**src/hw/rtl/emrr_pkg.sv**
```systemverilog
`timescale 1ns / 1ps
`default_nettype none

package emrr_pkg;

    localparam int FRAME_BYTES = 7;

    localparam logic [1:0] OP_START   = 2'd0;
    localparam logic [1:0] OP_RX_BYTE = 2'd1;
    localparam logic [1:0] OP_TIMEOUT = 2'd2;

    localparam logic [2:0] MET_CURRENT = 3'd0;
    localparam logic [2:0] MET_VOLTAGE = 3'd1;
    localparam logic [2:0] MET_POWER   = 3'd2;
    localparam logic [2:0] MET_ENERGY  = 3'd3;
    localparam logic [2:0] MET_SET     = 3'd4;

    localparam logic [2:0] ST_OK          = 3'd0;
    localparam logic [2:0] ST_UNSUPPORTED = 3'd1;
    localparam logic [2:0] ST_TIMEOUT     = 3'd2;
    localparam logic [2:0] ST_HEADER      = 3'd3;
    localparam logic [2:0] ST_CHECKSUM    = 3'd4;
    localparam logic [2:0] ST_SET_FAIL    = 3'd5;
    localparam logic [2:0] ST_SET_OK      = 3'd6;

    localparam logic [2:0] REG_VOLTAGE = 3'd0;
    localparam logic [2:0] REG_CURRENT = 3'd1;
    localparam logic [2:0] REG_POWER   = 3'd2;
    localparam logic [2:0] REG_ENERGY  = 3'd3;
    localparam logic [2:0] REG_SET     = 3'd4;

    localparam logic [7:0]  HEADER_OFFSET = 8'h10;
    localparam logic [31:0] DEFAULT_ADDR  = 32'hC0A8_0101;

    localparam logic [1:0] DEC_CURRENT = 2'd2;
    localparam logic [1:0] DEC_VOLTAGE = 2'd1;
    localparam logic [1:0] DEC_NONE    = 2'd0;

    typedef struct packed {
        logic        hit;
        logic [2:0]  status;
        logic [23:0] value;
        logic [1:0]  decimals;
    } t_done;

endpackage

`default_nettype wire

```
**src/hw/rtl/emrr_rx.sv**
```systemverilog
`timescale 1ns / 1ps
`default_nettype none

module emrr_rx (
    input  wire logic               i_clk,
    input  wire logic               i_rst_n,
    input  wire logic               i_accept,
    input  wire logic [1:0]         i_opcode,
    input  wire logic [2:0]         i_metric,
    input  wire logic [7:0]         i_rx_byte,
    input  wire logic               i_start_ok,
    input  wire logic [7:0]         i_start_cmd,
    output emrr_pkg::t_done         o_done
);
    import emrr_pkg::*;

    localparam logic [2:0] LAST_IDX = 3'(FRAME_BYTES - 1);

    logic       r_busy;
    logic [2:0] r_metric;
    logic [7:0] r_cmd;
    logic [2:0] r_cnt;
    logic [7:0] r_sum;
    logic [7:0] r_d [0:FRAME_BYTES-2];

    logic [7:0]  n_bad_hdr_cmp;
    logic        hdr_bad;
    logic [7:0]  set_or;
    t_done       done;

    assign n_bad_hdr_cmp = r_cmd - HEADER_OFFSET;
    assign hdr_bad = (r_cmd < HEADER_OFFSET) || (r_d[0] != n_bad_hdr_cmp);
    assign set_or  = r_d[1] | r_d[2] | r_d[3] | r_d[4] | r_d[5];

    always_comb begin
        done = '0;
        case (i_opcode)
            OP_START: begin
                if (!i_start_ok) begin
                    done.hit    = 1'b1;
                    done.status = ST_UNSUPPORTED;
                end
            end
            OP_RX_BYTE: begin
                if (r_busy && r_cnt == LAST_IDX) begin
                    done.hit = 1'b1;
                    if (hdr_bad) begin
                        done.status = ST_HEADER;
                    end else if (i_rx_byte != r_sum) begin
                        done.status = ST_CHECKSUM;
                    end else begin
                        case (r_metric)
                            MET_CURRENT: begin
                                done.value    = 24'(r_d[2]) * 24'd100 + 24'(r_d[3]);
                                done.decimals = DEC_CURRENT;
                            end
                            MET_VOLTAGE: begin
                                done.value    = 24'({r_d[1], r_d[2]}) * 24'd10 + 24'(r_d[3]);
                                done.decimals = DEC_VOLTAGE;
                            end
                            MET_POWER: begin
                                done.value = 24'({r_d[1], r_d[2]});
                            end
                            MET_ENERGY: begin
                                done.value = {r_d[1], r_d[2], r_d[3]};
                            end
                            default: begin
                                done.value  = 24'(set_or);
                                done.status = (set_or != 8'd0) ? ST_SET_FAIL : ST_SET_OK;
                            end
                        endcase
                    end
                end
            end
            OP_TIMEOUT: begin
                if (r_busy) begin
                    done.hit    = 1'b1;
                    done.status = ST_TIMEOUT;
                end
            end
            default: begin
                done = '0;
            end
        endcase
    end

    assign o_done = i_accept ? done : '0;

    always_ff @(posedge i_clk) begin
        if (!i_rst_n) begin
            r_busy   <= 1'b0;
            r_metric <= '0;
            r_cmd    <= '0;
            r_cnt    <= '0;
            r_sum    <= '0;
        end else if (i_accept) begin
            case (i_opcode)
                OP_START: begin
                    r_busy <= i_start_ok;
                    r_cnt  <= '0;
                    r_sum  <= '0;
                    if (i_start_ok) begin
                        r_metric <= i_metric;
                        r_cmd    <= i_start_cmd;
                    end
                end
                OP_RX_BYTE: begin
                    if (r_busy) begin
                        if (r_cnt != LAST_IDX) begin
                            r_sum <= r_sum + i_rx_byte;
                            r_cnt <= r_cnt + 3'd1;
                        end else begin
                            r_busy <= 1'b0;
                            r_cnt  <= '0;
                            r_sum  <= '0;
                        end
                    end
                end
                OP_TIMEOUT: begin
                    r_busy <= 1'b0;
                    r_cnt  <= '0;
                    r_sum  <= '0;
                end
                default: begin
                    r_busy <= r_busy;
                end
            endcase
        end
    end

    always_ff @(posedge i_clk) begin
        if (i_accept && i_opcode == OP_RX_BYTE && r_busy && r_cnt != LAST_IDX) begin
            r_d[r_cnt] <= i_rx_byte;
        end
    end

endmodule

`default_nettype wire

```
**src/hw/rtl/energy_meter_request_reply.sv**
```systemverilog
`timescale 1ns / 1ps
`default_nettype none
// Channel   Direction  Handshake              Payload
// s         in         i_s_tvalid/o_s_tready  tdata, tuser
// m         out        o_m_tvalid/i_m_tready  tdata, tuser, tlast
// cfg       in         i_cfg_valid/o_cfg_ready i_cfg_index, i_cfg_data
//
// Each input transaction is handled in the cycle it is accepted; results are registered
// and appear on m in the following cycle. A start with a supported metric emits 7 transmit
// beats, one per cycle while m is ready, and holds s until its last beat is taken.
// Every other item that yields a result emits a single result beat. The output register is
// the only stall point: s is ready when it is empty or handing over its final beat. Reset
// (synchronous, active low) idles the block and restores the command registers; cfg is always ready.

module energy_meter_request_reply (
    input  wire logic        i_clk,
    input  wire logic        i_rst_n,
    input  wire logic        i_s_tvalid,
    output logic             o_s_tready,
    input  wire logic [47:0] i_s_tdata,   // metric, device_address, address_valid, rx_byte
    input  wire logic [1:0]  i_s_tuser,   // opcode
    output logic             o_m_tvalid,
    input  wire logic        i_m_tready,
    output logic [39:0]      o_m_tdata,   // tx_byte, status, value, decimals
    output logic             o_m_tuser,   // result_kind
    output logic             o_m_tlast,   // tx_last
    input  wire logic        i_cfg_valid,
    output logic             o_cfg_ready,
    input  wire logic [2:0]  i_cfg_index,
    input  wire logic [7:0]  i_cfg_data
);
    import emrr_pkg::*;

    localparam logic [2:0] LAST_IDX = 3'(FRAME_BYTES - 1);

    logic [7:0] r_cmd_volt, r_cmd_curr, r_cmd_pow, r_cmd_energy, r_cmd_set;

    logic [1:0]  in_op;
    logic [2:0]  in_metric;
    logic [31:0] in_addr;
    logic        in_addr_ok;
    logic [7:0]  in_rx;
    logic        s_acc, out_free, beat_taken;
    logic        start_ok;
    logic [7:0]  start_cmd;
    logic [31:0] addr;
    logic [7:0]  req [0:FRAME_BYTES-1];
    t_done       done;

    logic        r_out_valid, r_kind;
    logic [2:0]  r_idx;
    logic [7:0]  r_frame [0:FRAME_BYTES-1];
    logic [2:0]  r_status;
    logic [23:0] r_value;
    logic [1:0]  r_dec;

    assign in_op      = i_s_tuser;
    assign in_metric  = i_s_tdata[2:0];
    assign in_addr    = i_s_tdata[34:3];
    assign in_addr_ok = i_s_tdata[35];
    assign in_rx      = i_s_tdata[43:36];

    assign o_cfg_ready = 1'b1;

    always_ff @(posedge i_clk) begin
        if (!i_rst_n) begin
            r_cmd_volt   <= 8'd176;
            r_cmd_curr   <= 8'd177;
            r_cmd_pow    <= 8'd178;
            r_cmd_energy <= 8'd179;
            r_cmd_set    <= 8'd180;
        end else if (i_cfg_valid) begin
            case (i_cfg_index)
                REG_VOLTAGE: r_cmd_volt   <= i_cfg_data;
                REG_CURRENT: r_cmd_curr   <= i_cfg_data;
                REG_POWER:   r_cmd_pow    <= i_cfg_data;
                REG_ENERGY:  r_cmd_energy <= i_cfg_data;
                REG_SET:     r_cmd_set    <= i_cfg_data;
                default:     r_cmd_set    <= r_cmd_set;
            endcase
        end
    end

    always_comb begin
        start_ok  = 1'b1;
        start_cmd = 8'd0;
        case (in_metric)
            MET_CURRENT: start_cmd = r_cmd_curr;
            MET_VOLTAGE: start_cmd = r_cmd_volt;
            MET_POWER:   start_cmd = r_cmd_pow;
            MET_ENERGY:  start_cmd = r_cmd_energy;
            MET_SET:     start_cmd = r_cmd_set;
            default:     start_ok  = 1'b0;
        endcase
    end

    assign addr   = in_addr_ok ? in_addr : DEFAULT_ADDR;
    assign req[0] = start_cmd;
    assign req[1] = addr[31:24];
    assign req[2] = addr[23:16];
    assign req[3] = addr[15:8];
    assign req[4] = addr[7:0];
    assign req[5] = 8'd0;
    assign req[6] = req[0] + req[1] + req[2] + req[3] + req[4];

    assign beat_taken = r_out_valid && i_m_tready;
    assign out_free   = !r_out_valid || (i_m_tready && (r_kind || r_idx == LAST_IDX));
    assign o_s_tready = out_free;
    assign s_acc      = i_s_tvalid && out_free;

    emrr_rx u_rx (
        .i_clk       (i_clk),
        .i_rst_n     (i_rst_n),
        .i_accept    (s_acc),
        .i_opcode    (in_op),
        .i_metric    (in_metric),
        .i_rx_byte   (in_rx),
        .i_start_ok  (start_ok),
        .i_start_cmd (start_cmd),
        .o_done      (done)
    );

    always_ff @(posedge i_clk) begin
        if (!i_rst_n) begin
            r_out_valid <= 1'b0;
            r_kind      <= 1'b0;
            r_idx       <= '0;
        end else if (s_acc && in_op == OP_START && start_ok) begin
            r_out_valid <= 1'b1;
            r_kind      <= 1'b0;
            r_idx       <= '0;
        end else if (done.hit) begin
            r_out_valid <= 1'b1;
            r_kind      <= 1'b1;
            r_idx       <= '0;
        end else if (beat_taken) begin
            if (out_free) begin
                r_out_valid <= 1'b0;
            end else begin
                r_idx <= r_idx + 3'd1;
            end
        end
    end

    always_ff @(posedge i_clk) begin
        if (s_acc && in_op == OP_START && start_ok) begin
            for (int i = 0; i < FRAME_BYTES; i++) begin
                r_frame[i] <= req[i];
            end
            r_status <= ST_OK;
            r_value  <= '0;
            r_dec    <= DEC_NONE;
        end else if (done.hit) begin
            r_status <= done.status;
            r_value  <= done.value;
            r_dec    <= done.decimals;
        end else if (beat_taken && !r_kind) begin
            for (int i = 0; i < FRAME_BYTES - 1; i++) begin
                r_frame[i] <= r_frame[i+1];
            end
        end
    end

    assign o_m_tvalid = r_out_valid;
    assign o_m_tuser  = r_kind;
    assign o_m_tlast  = !r_kind && r_idx == LAST_IDX;
    assign o_m_tdata  = {3'd0, r_dec, r_value, r_status, (r_kind ? 8'd0 : r_frame[0])};

endmodule

`default_nettype wire

```
**config.mk**
```make
export PLATFORM = sky130hd
export DESIGN_NAME = energy_meter_request_reply
export DESIGN_NICKNAME = d
export VERILOG_FILES = /design/src/hw/rtl/emrr_pkg.sv /design/src/hw/rtl/emrr_rx.sv /design/src/hw/rtl/energy_meter_request_reply.sv
export SDC_FILE = /design/constraint.sdc
export NUM_CORES = 1
export LEC_CHECK = 0
export ABC_CLOCK_PERIOD_IN_PS = 6500
export BUFFER_PORTS_ARGS = -buffer_cell sky130_fd_sc_hd__buf_2
export CAP_MARGIN = 20
export CELL_PAD_IN_SITES_DETAIL_PLACEMENT = 0
export CELL_PAD_IN_SITES_GLOBAL_PLACEMENT = 1
export CORE_ASPECT_RATIO = 1.75
export CORE_MARGIN = 2
export CORE_UTILIZATION = 46
export DETAILED_ROUTE_END_ITERATION = 8
export PLACE_DENSITY = 0.83
export REMOVE_ABC_BUFFERS = 1
export SLEW_MARGIN = 20
export SYNTH_ARGS = -nofsm -noshare
export SYNTH_HDL_FRONTEND = slang
export SYNTH_SLANG_ARGS = --single-unit
```
**constraint.sdc**
```tcl
create_clock -name i_clk -period 6.5 [get_ports i_clk]
set_clock_uncertainty 0.15 [all_clocks]
set_input_delay 0.975 -clock i_clk [delete_from_list [all_inputs] [get_ports i_clk]]
set_output_delay 0.975 -clock i_clk [all_outputs]
set_load 0.02 [all_outputs]
```
# Word-level counts from Yosys, hierarchy flattened
# Memories as Yosys holds them, arrays and structs flattened.
# Index checks and enable logic that the tools add are counted.
dict set report op_classes {
  eq_ne 19
  n_reduce_logical 40
  n_mul 2
  n_lt_le_gt_ge 1
  n_addsub 10
  mux 45
  bitwise 12
}
# operator count
set ops {}
lappend ops {{one-hot mux 24 bit (4 select lines)} 1}
lappend ops {{2-to-1 mux 26 bit} 3}
lappend ops {{2-to-1 mux 8 bit} 9}
lappend ops {{2-to-1 mux 30 bit} 2}
lappend ops {{adder 8 bit} 5}
lappend ops {{one-hot mux 8 bit (5 select lines)} 1}
lappend ops {{2-to-1 mux 32 bit} 1}
lappend ops {{OR 8 bit} 4}
lappend ops {{adder 20 x 8 -> 21 bit} 1}
lappend ops {{multiplier 16 x 3 -> 19 bit, second input constant} 1}
lappend ops {{== test 3 x 2 -> 1 bit, second input constant} 6}
lappend ops {{adder 15 x 8 -> 16 bit} 1}
lappend ops {{!= test 8 bit} 2}
lappend ops {{one-hot mux 8 bit (2 select lines)} 1}
lappend ops {{AND reduction 2 bit} 8}
lappend ops {{2-to-1 mux 1 bit} 15}
lappend ops {{2-to-1 mux 3 bit} 5}
lappend ops {{multiplier 8 x 5 -> 13 bit, second input constant} 1}
lappend ops {{== test 3 bit, second input constant} 4}
lappend ops {{one-hot mux 4 bit (3 select lines)} 1}
lappend ops {{logical AND 1 bit} 11}
lappend ops {{== test 3 x 1 -> 1 bit, second input constant} 3}
lappend ops {{logical NOT 3 bit} 3}
lappend ops {{nonzero test 3 bit} 3}
lappend ops {{24 further kinds} 37}
dict set report word_totals {
  n_memories 2
  ram_bits 104
  register_bits 97
  out_inout_bits 45
}
# name words word_bits read_ports rd_clocked_by_memory_dff write_ports line
set mem_list {}
lappend mem_list {r_frame 7 8 7 0 7 energy_meter_request_reply.sv:52} ;# logic [7:0] r_frame [0:FRAME_BYTES-1];
lappend mem_list {u_rx.r_d 6 8 6 0 1 emrr_rx.sv:24} ;# logic [7:0] r_d [0:FRAME_BYTES-2];

# Depth between registers and ports, before layout
# An unclocked memory read counts as a cell.
dict set report depth {
  depth_word 17
  mapped_depth 20
}

# By module
# A second synthesis with hierarchy kept.
dict set report hier_totals {
  cells_unflattened 1303
  hier_area_um2 12663.4
}
# module seq_area_each_um2 cells_per_inst area_each_um2 instances
set modules_own_cells {}
lappend modules_own_cells {energy_meter_request_reply 3163.0 644 6351.1 1}
lappend modules_own_cells {emrr_rx 1901.8 659 6312.3 1}

# Worst setup path before layout
# OpenSTA, ideal clock, no wires.
dict set report synth_timing {
  kind {input to register}
  start {input port i_s_tuser[1]}
  end {memory r_frame[0][0] (enable)}
  cell_stages 7
  t_arrival_ps 5236
  path_slack_ps 594
  setup_time_ps 520
  n_path_buf 1
  cell_sequence {inv_1 ha_1 nand2_1 or2_1 clkbuf_1 a31oi_1 o21ai_0}
}
# element line
set synth_lines {}
lappend synth_lines {{start: declaration} energy_meter_request_reply.sv:21} ;# input wire logic [1:0] i_s_tuser,
lappend synth_lines {{end: declaration} energy_meter_request_reply.sv:52}

==> reports/metrics.csv <==
metric,value,unit
status,finished clean,
Max Cap Viol,0,
Synth area leaders,"edfxtp_1 (25%), dfxtp_1 (16%), ha_1 (9.2%)",
"area leader, netlist",edfxtp_1,
DR pass1 iterations,5,
"EDFF count, synth",104,
ant diodes,0,
final instance area,13880,um^2
maximum clock frequency,204.8,MHz
Area Growth Syn to Fin,11.58,%
Die ar.,28430,um^2
critical-path maximum fanout,21,
total power,2.942,mW
port bufs,102,
core area,26590,um^2
placed cell area,13240,um^2
HP Class,flip-flop to flip-flop,
Final #Nets,1551,
Setup CP Type,primary input to flip-flop,
final RePlAce weighted congestion,0.9379,
pwr dens,212.0,nW/um^2
CP Capture Type,flip-flop,
setup bufs post-CTS,0,
unrepaired setup endpoints after global routing,no,
clk root buf,clkbuf_16,
most common flop cell mapped by yosys,edfxtp_1,
vias per cell,5.693,
total track usage,23.06,%
DRT antenna net count,0,
share of layout cells above drive strength 1,12.31,%
clk buf depth,3,
Starting Density,46.79,%
Setup Viol. Count Final,0,
Synthesis Warnings,0,
clk sinks,201,
post-route minimum period,4.882,ns
Worst setup SP type,primary input,
Die X,128.3,um
flop2flop setup slack,2.11,ns
arrival time at the worst endpoint,5.00,ns
area occupied by multi-input gates,6945,um^2
WP data required,6.61,ns
Post-DP HPWL,24280,um
grt total ovfl,0,
Fin Setup TNS,0,ns
Worst slew margin,35.76,%
Register Area,5065,um^2
synth unique cells,76,
"Clk Latency, worst-skew pair",0.51,ns
Pins Over Slew Limit,0,
Ports,111,
initial antenna violation count,1,
DRC,0,
"most common cell after layout, fill and taps aside",nand2_1,
CTS tree,done,
Cells after Synth,1282,
vias in the first global route,9796,
final wirelength,32120,um
row cnt,79,
# hold bufs at CTS,0,
fraction of registers with async set/reset,0,%
Hold Slack,0.3142,ns
total number of vias,9706,
"Reg clk slew, reported paths",0.06,ns
#FFs+latches synth,201,
share of the synthesized area in the top cell type,25.10,%
synthesized cell area,12440,um^2
drt initial violations,468,
Leakage,5.729,nW
post-layout util,52.20,%
final hold vios,0,
H-tree depth,1,
Worst-Margin Slew,0.9584,ns
die height,221.6,um
sequential cell area fraction in the yosys report,40.71,%
Mapped Avg Cell Area,9.704,um^2
pin count of the biggest net entering global routing,70,
most frequent cells in the layout,"nand2_1 (160), edfxtp_1 (104), buf_2 (102)",
CTS Buf Count,21,
FILL cells,2475,
period utilisation layout,75.11,%
CTS resizes,0,
drt wl/cell,18.84,um
first-pass GRT wire length,51260,um
maximum VDD drop,0.2005,mV
[cell usage after synthesis (all sizes together), types with 24 or more instances]
cell type  count
ha            91
a21oi         60
nor3          31
fa            27
nor2          78
and2          38
clkbuf        40
a21boi        24
o21ai         64
dfxtp         97
mux2          25
xor2          25
nand3         43
xnor2         38
nand2        160
nor2b         36
inv           60
edfxtp       104
[logic make-up (layout without fill, tap and decap cells)]
logic type / count (synthesis) / after routing / share of synthesized area (%)
and+or+nand+nor: 455 / 455 / 17.84
AOI/OAI and AO/OA: 275 / 275 / 14.63
DFF: 201 / 201 / 40.71
other: 2 / 4 / 0.06037
buffers and inverters: 115 / 212 / 3.701
xor gates and xnor gates: 63 / 63 / 4.435
muxes: 53 / 53 / 5.119
adders and majority gates: 118 / 118 / 13.50
[per-stage QoR]
step,instances,setup slack [ns]
3_3_place_gp,1668,1.114
5_1_grt,1705,1.284
3_5_place_dp,1668,1.083
4_1_cts,1705,1.600
6_report,1705,1.618
2_1_floorplan,1229,0.6950
[critical path, stage by stage]
cell	delay, ns
buf_2	0.40
mux4_2	0.56
inv_1	0.06
o21ai_0	0.06
buf_4	0.18
fa_1	0.52
fa_1	0.53
fa_1	0.59
inv_1	0.07
fa_1	0.45
inv_1	0.07
a21o_1	0.10
a21oi_1	0.08
o21bai_1	0.13
a21oi_1	0.09
xnor2_1	0.12
[cell type report]
class                   instances  share of cell area, %
multi-input cells             968                  50.04
flip-flops and latches        201                  36.49
repair buffers                115                  4.381
clock buffers                  28                  4.119
well taps                     324                  2.921
inverters                      60                  1.623
clock inverters                 9                 0.4327
[state kept, by name, indices dropped and copies added, names as in the netlist]
register	flops
r_frame	56
u_rx.r_d	48
r_value	24
r_cmd_curr	8
r_cmd_energy	8
r_cmd_pow	8
r_cmd_set	8
r_cmd_volt	8
u_rx.r_cmd	8
u_rx.r_sum	8
r_idx	3
r_status	3
u_rx.r_cnt	3
u_rx.r_metric	3
r_dec	2
o_m_tuser	1
o_m_tvalid	1
u_rx.r_busy	1
[layer usage]
layer,track usage [%],part of all wire (%),up-vias
met3,2.727,3.7,84
met5,0,0.040,-
li1,-,-,4746
met4,10.92,5.4,2
met1,24.38,37,4628
met2,44.18,54,246
[power by group]
group	total [mW]	switching, mW	leakage (nW)	internal (mW)
Clock	1.12	0.494	0.302	0.622
Combinational	0.419	0.242	3.69	0.177
Sequential	1.41	0.0180	1.73	1.39
Total	2.94	0.753	5.73	2.19
[worst paths after layout]
path	end	cells past startpoint	from
worst min register to register	r_cmd_set[7]	2	r_cmd_set[7]
worst min-delay path	r_cmd_set[7]	2	r_cmd_set[7]
worst max-delay path	r_frame[0][55]	16	i_s_tdata[0]
worst max register to register	r_value[14]	14	u_rx.r_d[2][4]
No activity file was read; power rests on OpenSTA's default activity.
